`src/hw/rtl/apf_vtx_mem.sv`:
```
// per-vertex entry time and low link memory
module apf_vtx_mem #(
	parameter int N = 64,
	parameter int AW = 6
) (
	input  logic            clk,
	input  logic            we,
	input  logic [AW-1:0]   waddr,
	input  logic [2*AW-1:0] wdata,
	input  logic [AW-1:0]   raddr,
	output logic [2*AW-1:0] rdata
);
	logic [2*AW-1:0] mem [N];

	always_ff @(posedge clk) begin
		if (we)
			mem[waddr] <= wdata;
		rdata <= mem[raddr];
	end
endmodule

```
`config.mk`:
```
export PLATFORM = sky130hd
export DESIGN_NAME = apf_vtx_mem
export DESIGN_NICKNAME = d
export VERILOG_FILES = /design/src/hw/rtl/apf_vtx_mem.sv
export SDC_FILE = /design/constraint.sdc
export NUM_CORES = 1
export LEC_CHECK = 0
export BUFFER_PORTS_ARGS = -buffer_cell sky130_fd_sc_hd__buf_2
export CORE_ASPECT_RATIO = 1.1
export CORE_MARGIN = 3
export CORE_UTILIZATION = 35
export CTS_CLUSTER_SIZE = 16
export DETAILED_ROUTE_END_ITERATION = 6
export GPL_TIMING_DRIVEN = 1
export PLACE_DENSITY = 0.49
export SYNTH_ARGS = -nofsm -noshare
export SYNTH_HDL_FRONTEND = slang
export SYNTH_SLANG_ARGS = --single-unit
```
`constraint.sdc`:
```
create_clock -name clk -period 2.85 [get_ports clk]
set_input_delay 0.57 -clock clk [delete_from_list [all_inputs] [get_ports clk]]
set_output_delay 0.57 -clock clk [all_outputs]
set_load 0.005 [all_outputs]
```
Word level (Yosys, flattened, before mapping) --
Memory sizes are Yosys's and may differ from the RTL's. A register that Yosys moved wholly into a read port is not among the register bits. Index checks and enable logic that the tools add are counted.
Storage, ports and cells: output and inout bits 12, memories kept 1, register bits 0, word-level logic and storage cells 3, RAM bits 768, bits of input ports 26
Operators by class: muxes and demuxes 2
Memory list:
- mem | words 64, width 12, read ports 1, clocked after Yosys merged registers in 1, wr ports 1, line 13 | logic [2*AW-1:0] mem [N];
Operator list (count):
- 1-bit 2-to-1 mux | 2

Logic depth before layout (Yosys ltp) --
depth after elaboration 2, mapped depth 9, gate-level depth less buffers 5

Worst setup path before layout --
Ideal clock, no wire load.
kind input -> register, start in waddr[3], end mem mem[48][0] in the netlist's numbering, enable pin, path slack 0.496 ns, data required time 2.454 ns, stages on the path 4, arrival 1.958 ns, setup time 0.396 ns, path buffers 1, cell sequence clkbuf_1 > nor2b_1 > nand4b_1 > nor3_1
RTL lines:
- from (decl) | line 8 | input logic [AW-1:0] waddr,
- to (decl) | line 13
Straight into the memory's write port.

==> impl_metrics.yaml <==
finish:
  final_common_cell: "edfxtp_1"
  drive_gt1_share_pct: 32.68
  antenna_cells: 0
  multiInputGateArea_sq_um: 6130
  seq_area_sq_um: 23300
  fin_cells: 2758
  final_cell_mix: "edfxtp_1, mux4_2, buf_4, clkbuf_16, nor2_1"
  nets: 1590
  syn_to_final_growth_pct: 18.19
  fillers: 7412
synth:
  synth_edf_count: 768
  synthesis.area_sq_um: 29850
  synth-main-ff-cell: "edfxtp_1"
  seq_area_frac_synth_pct: 78.06
  synth-seq-cells: 780
  syn_avg_cell_area_sq_um: 22.29
  synthDistinctLibCells: 35
  syn-num-nets: 1365
  ys_async_sr_fraction_pct: 0
  yosysWarnings: 0
  post_synth_inst_count: 1339
critical_path:
  crit_required_ns: 3.35
  critPathArrivalTime_ns: 2.59
  path_class: "input port to flop"
  crit_path_max_fanout: 10
  startpoint_type: "input port"
  end_kind: "flop"
die:
  dieArea_sq_um: 88830
  ios: 38
  rows: 111
  die_w_microns: 284.5
  die_h_microns: 312.3
  fp.coreArea_sq_um: 83890
  initial_core_util_pct: 35.59
global_routing:
  grt_pass1_vias: 15210
  antenna_found_initial: 4
  grt_max_degree: 65
  overflow: 0
  grt_pass1_wl_mm: 113.2
  grtUsageTotal_pct: 17.87
timing:
  grt_setup_unrepaired: "false"
  min_period_ns: 2.081
  skew_ns: 0.03446
  hold_violations: 0
  period_share_pct: 73.03
  maxSlewViolCount: 0
  holdWs_ns: 0.4342
  worst_slack_ns: 0.7687
  slew_headroom_pct: 42.33
  finalSetupTns_ns: 0
  setup_viol: 0
  fmax_ghz: 0.4805
  tightest_slew_ns: 0.8633
pwr:
  ir_drop_mv: 0.4471
  power_uw: 24570
  powerDensity_nw_per_um2: 696.4
  p_leak_uw: 0.01121
place:
  dp_hpwl_mm: 50.53
  port_buffers: 37
  place_congestion: 0.7824
  post-place-ws_ns: 0.08037
  placed_cells: 2609
clock_tree:
  cts_tree: "done"
  cts_root_buffer: "clkbuf_16"
  clkLatencyLatePin_ns: 0.64
  cts_resized: 0
  cts_setup_buffers: 0
  clk_pin_slew_worst_paths_ns: 0.06
  clkSinkCount: 780
  numCtsBuffers: 83
  h-tree-depth: 3
  clock_path_buffers: 3
  cts_hold_buf: 0
detailed_routing:
  ant_nets: 0
  dr_total_vias: 14520
  viasPerCell: 5.264
  drt_iter0_markers: 1271
  route.detailed.drc: 0
  first_pass_iters: 6
  wl_per_cell_microns: 28.49
  wirelength_mm: 78.57
job:
  cap_viol_max_count: 0
min_path:
  worst_hold_path_type: "input port to flop"
run_status:
  status: "complete, no violations"
[per-stage QoR]
step	util, %	area [sq um]
2_1_floorplan	-	29850
3_3_place_gp	38.92	32650
3_5_place_dp	38.92	32650
4_1_cts	42.06	35280
5_1_grt	42.06	35280
6_report	42.06	35280
[flip-flops by register name, indices dropped and copies added (netlist names)]
name	count
mem	768
rdata	12
[path summary, 6_finish.rpt]
check / from / endpoint / slack (ns) / cells past startpoint
setup / recovery: raddr[0] / rdata[1] / 0.77 / 8
hold / removal: wdata[11] / mem[5][11] / 0.43 / 2
setup reg to reg: mem[39][4] / rdata[4] / 0.81 / 6
hold reg to reg: mem[35][6] / rdata[6] / 0.85 / 4
[routing by layer]
metal	global-route usage (%)	vias to the layer above	wire length, microns
li1	-	6141	-
met5	0	-	13
met3	3.224	108	3983
met2	28.78	405	38450
met4	5.905	2	1931
met1	24.71	7861	34190
[critical path: stages]
cell,delay (ns)
buf_8,0.17
buf_12,0.16
buf_4,0.18
mux4_2,0.52
mux2_2,0.27
o22a_1,0.20
o221ai_1,0.34
o31ai_1,0.15
[final cells by class]
type	count	area share (%)
timing repair buffer	213	5.103
multi-input combinational	486	17.37
clock inverter	48	1.213
tap	1130	4.007
clock buffer	101	6.256
sequential	780	66.05
[Yosys cell counts (all sizes together), types with 13 or more instances]
| cell | number | share of area, % |
|---|---|---|
| nand2 | 14 | 0.18 |
| nand3 | 14 | 0.23 |
| o22ai | 23 | 0.48 |
| mux2i | 20 | 0.67 |
| edfxtp | 768 | 77 |
| a211oi | 13 | 0.33 |
| mux4 | 192 | 14 |
| nand2b | 21 | 0.44 |
| nor2 | 74 | 0.93 |
| o221ai | 16 | 0.47 |
| clkbuf | 33 | 0.41 |
| buf | 40 | 1.0 |
| nor2b | 15 | 0.31 |
[cells by family after synthesis]
group	count (synthesis)	synth area share, %
AOI/OAI and AO/OA	109	2.590
buffers and inverters	73	1.438
DFF	780	78.06
muxes	219	15.42
and+or+nand+nor	158	2.490
[power breakdown]
group          internal (uW)  switching (uW)  total (uW)
Combinational            530             797        1330
Sequential             12700            56.6       12800
Clock                   6070            4420       10500
No activity file was read; power rests on OpenSTA's default activity.
