### src/hw/rtl/apf_adj_mem.sv
// adjacency row memory, one write port, one registered read port
module apf_adj_mem #(
	parameter int N = 64,
	parameter int AW = 6
) (
	input  logic          clk,
	input  logic          we,
	input  logic [AW-1:0] waddr,
	input  logic [N-1:0]  wdata,
	input  logic [AW-1:0] raddr,
	output logic [N-1:0]  rdata
);
	logic [N-1:0] mem [N];

	always_ff @(posedge clk) begin
		if (we)
			mem[waddr] <= wdata;
		rdata <= mem[raddr];
	end
endmodule

### config.mk
export PLATFORM = sky130hd
export DESIGN_NAME = apf_adj_mem
export DESIGN_NICKNAME = d
export VERILOG_FILES = /design/src/hw/rtl/apf_adj_mem.sv
export SDC_FILE = /design/constraint.sdc
export NUM_CORES = 2
export LEC_CHECK = 0
export ABC_AREA = 0
export ABC_CLOCK_PERIOD_IN_PS = 9910
export BUFFER_PORTS_ARGS = -buffer_cell sky130_fd_sc_hd__clkbuf_2
export CAP_MARGIN = 10
export CELL_PAD_IN_SITES_DETAIL_PLACEMENT = 1
export CELL_PAD_IN_SITES_GLOBAL_PLACEMENT = 1
export CORE_ASPECT_RATIO = 1.4
export CORE_MARGIN = 2
export CORE_UTILIZATION = 40
export DETAILED_ROUTE_END_ITERATION = 10
export GPL_TIMING_DRIVEN = 0
export PLACE_DENSITY_LB_ADDON = 0.15
export SETUP_SLACK_MARGIN = 0.15
export SLEW_MARGIN = 10
export SYNTH_ARGS = -nofsm -noshare
export SYNTH_HDL_FRONTEND = slang
export SYNTH_SLANG_ARGS = --single-unit
### constraint.sdc
create_clock -name clk -period 9.91 [get_ports clk]
set_input_delay 0.991 -clock clk [delete_from_list [all_inputs] [get_ports clk]]
set_output_delay 0.991 -clock clk [all_outputs]
set_load 0.02 [all_outputs]
# Yosys cells after proc, flatten, opt, wreduce, memory -nomap -nowiden
# Memories as Yosys holds them, arrays and structs flattened. A register that Yosys moved wholly into a read port is not among the register bits.
# Cells that the tools add are included.
# totals
output_inout_bits	64
memories	1
register_bits	0
mem_bits_rw	4096
wordCells	3
# classes
n_mux	2
# mem_list
memory	words	width	read_ports	rd_ports_with_merged_regs	wr	line	rtl
mem	64	64	1	1	1	13	logic [N-1:0] mem [N];
# ops
operator	count
1-bit two-way mux	2

# Depth between registers and ports, before layout
# logic_depth
word_depth	2
ltp_mapped	9
ltp_nobuf	5

# Worst setup path after synthesis
# OpenSTA, ideal clock, no wires.
# synth_timing
path_type	input to register
startpoint	in waddr[3]
endpoint	mem mem[48][0] (enable)
setup_time_ps	564
path_slack_ps	3483
arrival_time_ps	5863
cell_stages	4
cell_sequence	clkbuf_1 nor2b_1 nand4b_1 nor3_1
# synth_rtl
element	line	rtl
start: declaration	8	input logic [AW-1:0] waddr,
end: declaration	13	
# No word-level cell before the write port.

==> flow_metrics.py <==
metrics = {
    "run": {
        "max-cap-violations": 0,
    },
    "drt": {
        "antenna_left": 0,
        "wl_per_cell_um": 36.8,
        "vias_per_cell": 5.81,
        "wl_um": 476000,
        "drc": 0,
        "via_count": 75100,
        "dr.first_iter.drc_count": 7842,
        "drtPass1Iterations": 5,
    },
    "timing": {
        "max_slew_margin_pct": 2.76,
        "timing.fmax_ghz": 0.208,
        "finalSetupViolations": 0,
        "totalNegativeSetupSlack_ps": 0,
        "post-route-period-util_pct": 48.4,
        "grt_setup_unrepaired": "false",
        "hold_viol": 0,
        "worst_pin_slew_ps": 1440,
        "slew_viol_final": 0,
        "final.setup_skew_ps": 45.8,
        "min_period_ps": 4800,
    },
    "global_route": {
        "antenna_found_initial": 49,
        "grt.overflow.total": 0,
        "grt_pass1_vias": 80100,
        "grt_start_max_net_pins": 65,
        "grt_use_total_pct": 23.9,
        "grt_pass1_wl_um": 655000,
    },
    "finish": {
        "post-route-util_pct": 47.0,
        "fill_cells": 34600,
        "area_delta_synth_final_pct": 17.1,
        "fin_nets": 7469,
        "drive_gt1_share_pct": 30.1,
    },
    "synth": {
        "ys_top_cells_by_count": "edfxtp_1 (4096), mux4_2 (1024), buf_2 (170)",
        "synth_nets": 6676,
        "synth-seq-cells": 4160,
        "synth_edf_count": 4096,
        "syn_inst": 6598,
        "synth_top_area_share_pct": 78.7,
        "synth_cell_types": 33,
        "synth_flop_cell": "edfxtp_1",
        "yosysSeqAreaShare_pct": 79.5,
        "synth_async_sr_flop_share_pct": 0,
        "synth.largest_area_cell": "edfxtp_1",
        "synth_warnings": 0,
        "ys_top_cells_by_area": "edfxtp_1 (79%), mux4_2 (15%), mux2i_1 (0.86%)",
        "yosysMostFrequentCell": "edfxtp_1",
        "syn_area_per_cell_um2": 23.7,
        "synth_area_mm2": 0.156,
    },
    "worst_setup_path": {
        "endpoint_kind": "register",
        "worstPathMaxFanout": 10,
        "cp-start-kind": "primary input",
        "cp.required_ps": 10630,
        "rr_startpoint": "mem[13][14]$_DFFE_PP_",
        "cp.arrival_ps": 5520,
        "cp-startpoint": "raddr[5]",
        "critPathKind": "in -> reg",
        "rrSetupSlack_ps": 6970,
    },
    "floorplan": {
        "io_pins": 142,
        "dieWidth_um": 532,
        "num_rows": 271,
        "die_h_um": 744,
        "coreArea_mm2": 0.389,
        "start_util_pct": 40.2,
        "die_area_mm2": 0.396,
    },
    "clocking": {
        "clock_path_buffers": 4,
        "ctsHoldBuffers": 0,
        "clock_sinks": 4160,
        "cts_tree": "built",
        "cts_resized": 0,
        "clockRootBuffer": "clkbuf_16",
        "h-tree-depth": 5,
        "postCtsSetupBuffers": 0,
        "cts_buffers": 406,
        "clk_latency_ps": 970,
        "clk_pin_slew_ps": 60,
    },
    "pwr": {
        "p_total_w": 0.0378,
        "powerDensity_mw_per_mm2": 206,
        "ir_drop_uv": 153,
        "power_leakage_nw": 57.1,
    },
    "place": {
        "place.gp.congestion": 0.773,
        "hpwl_um": 328000,
        "port-buffer-count": 133,
    },
    "worst_hold_path": {
        "hold_path_class": "in -> reg",
        "min-delay-start": "wdata[40]",
    },
    "status": {
        "status": "finished, final reports clean",
    },
}
==> final timing paths <==
path                                end  cells past startpoint
setup reg to reg      rdata[14]$_DFF_P_                      5
setup / recovery      rdata[15]$_DFF_P_                      8
hold / removal    mem[31][40]$_DFFE_PP_                      1
hold reg to reg       rdata[18]$_DFF_P_                      4
==> area by class of cell <==
| type | count | area [um^2] | share of cell area (%) |
|---|---|---|---|
| sequential | 4160 | 124000 | 67.9 |
| antenna | 14 | 35.0 | 0.0191 |
| clock inverter | 225 | 2870 | 1.57 |
| timing repair buffer | 385 | 5870 | 3.21 |
| clock buffer | 511 | 10900 | 5.95 |
| inverter | 19 | 71.3 | 0.0390 |
| buffer | 370 | 1780 | 0.975 |
| multi-input combinational | 2049 | 30700 | 16.8 |
| tap | 5187 | 6490 | 3.55 |
==> power breakdown <==
part           switching [W]  total [W]  internal [W]
registers          0.0000368     0.0195        0.0195
logic                0.00134    0.00199      0.000643
clock network        0.00675     0.0163       0.00950
==> cell families (layout without fill, tap and decap cells) <==
family                 count (synthesis)  in the layout  share of synthesized area (%)
flip-flops                          4160           4160                           79.5
multiplexers                        1159           1159                           15.6
AO/OA/AOI/OAI                        504            504                           2.48
buffers and inverters                389           1510                           1.18
AND/OR/NAND/NOR                      386            386                           1.24
other                                  0             14                              0
==> cells in the final DEF, fill, tap and decap left out, types with 18 or more instances in the layout <==
cell       instances
clkinv_1          56
a22o_1            88
o221ai_1          38
a22oi_1          168
a211oi_1          63
nand3_1           45
nor2_4            62
or3_1             29
nor2b_1           28
buf_4             72
buf_16            39
buf_1             19
nand2_1           58
buf_12           190
a31oi_1           18
mux2i_1          135
clkbuf_1         214
nor2_1            48
bufinv_16         66
clkbuf_4          26
edfxtp_1        4096
clkbuf_2          79
o22ai_1           83
clkinv_2          65
clkbuf_16        414
a2bb2oi_1         19
and3_1            64
inv_1             19
mux4_2          1024
buf_2            183
or2_2             28
dfxtp_1           64
a41oi_1           21
==> critical path, cell delays in order <==
cell and delay, ps:
clkbuf_2 150, clkbuf_1 650, and2_1 230, buf_1 950, clkbuf_1 880, nand2_1 250
a31oi_1 1110, a211oi_1 270
==> per-stage QoR <==
| step | hold slack (ps) | instance area (um^2) | cells | worst slack [ps] |
|---|---|---|---|---|
| after floorplan | 788 | 156000 | 6598 | 3480 |
| after global placement | 929 | 164000 | 11900 | -4350 |
| after detailed placement | 924 | 169000 | 12200 | 4230 |
| after CTS | 538 | 183000 | 12900 | 5230 |
| after global routing | 438 | 183000 | 12900 | 5300 |
| final | 466 | 183000 | 12900 | 5110 |
==> flip-flops by register name, indices dropped and copies added, names as in the netlist <==
name and flops:
rdata 64, mem 4096
==> routing by layer <==
metal  GRT usage [%]  wire length [um]  up-vias
met5               0                80        -
met4            7.81             16600       12
met3            3.07             25000      626
met2            42.8            252000     2559
met1            29.9            182000    41800
li1                -                 -    30100
(Power assumes the default switching activity.)
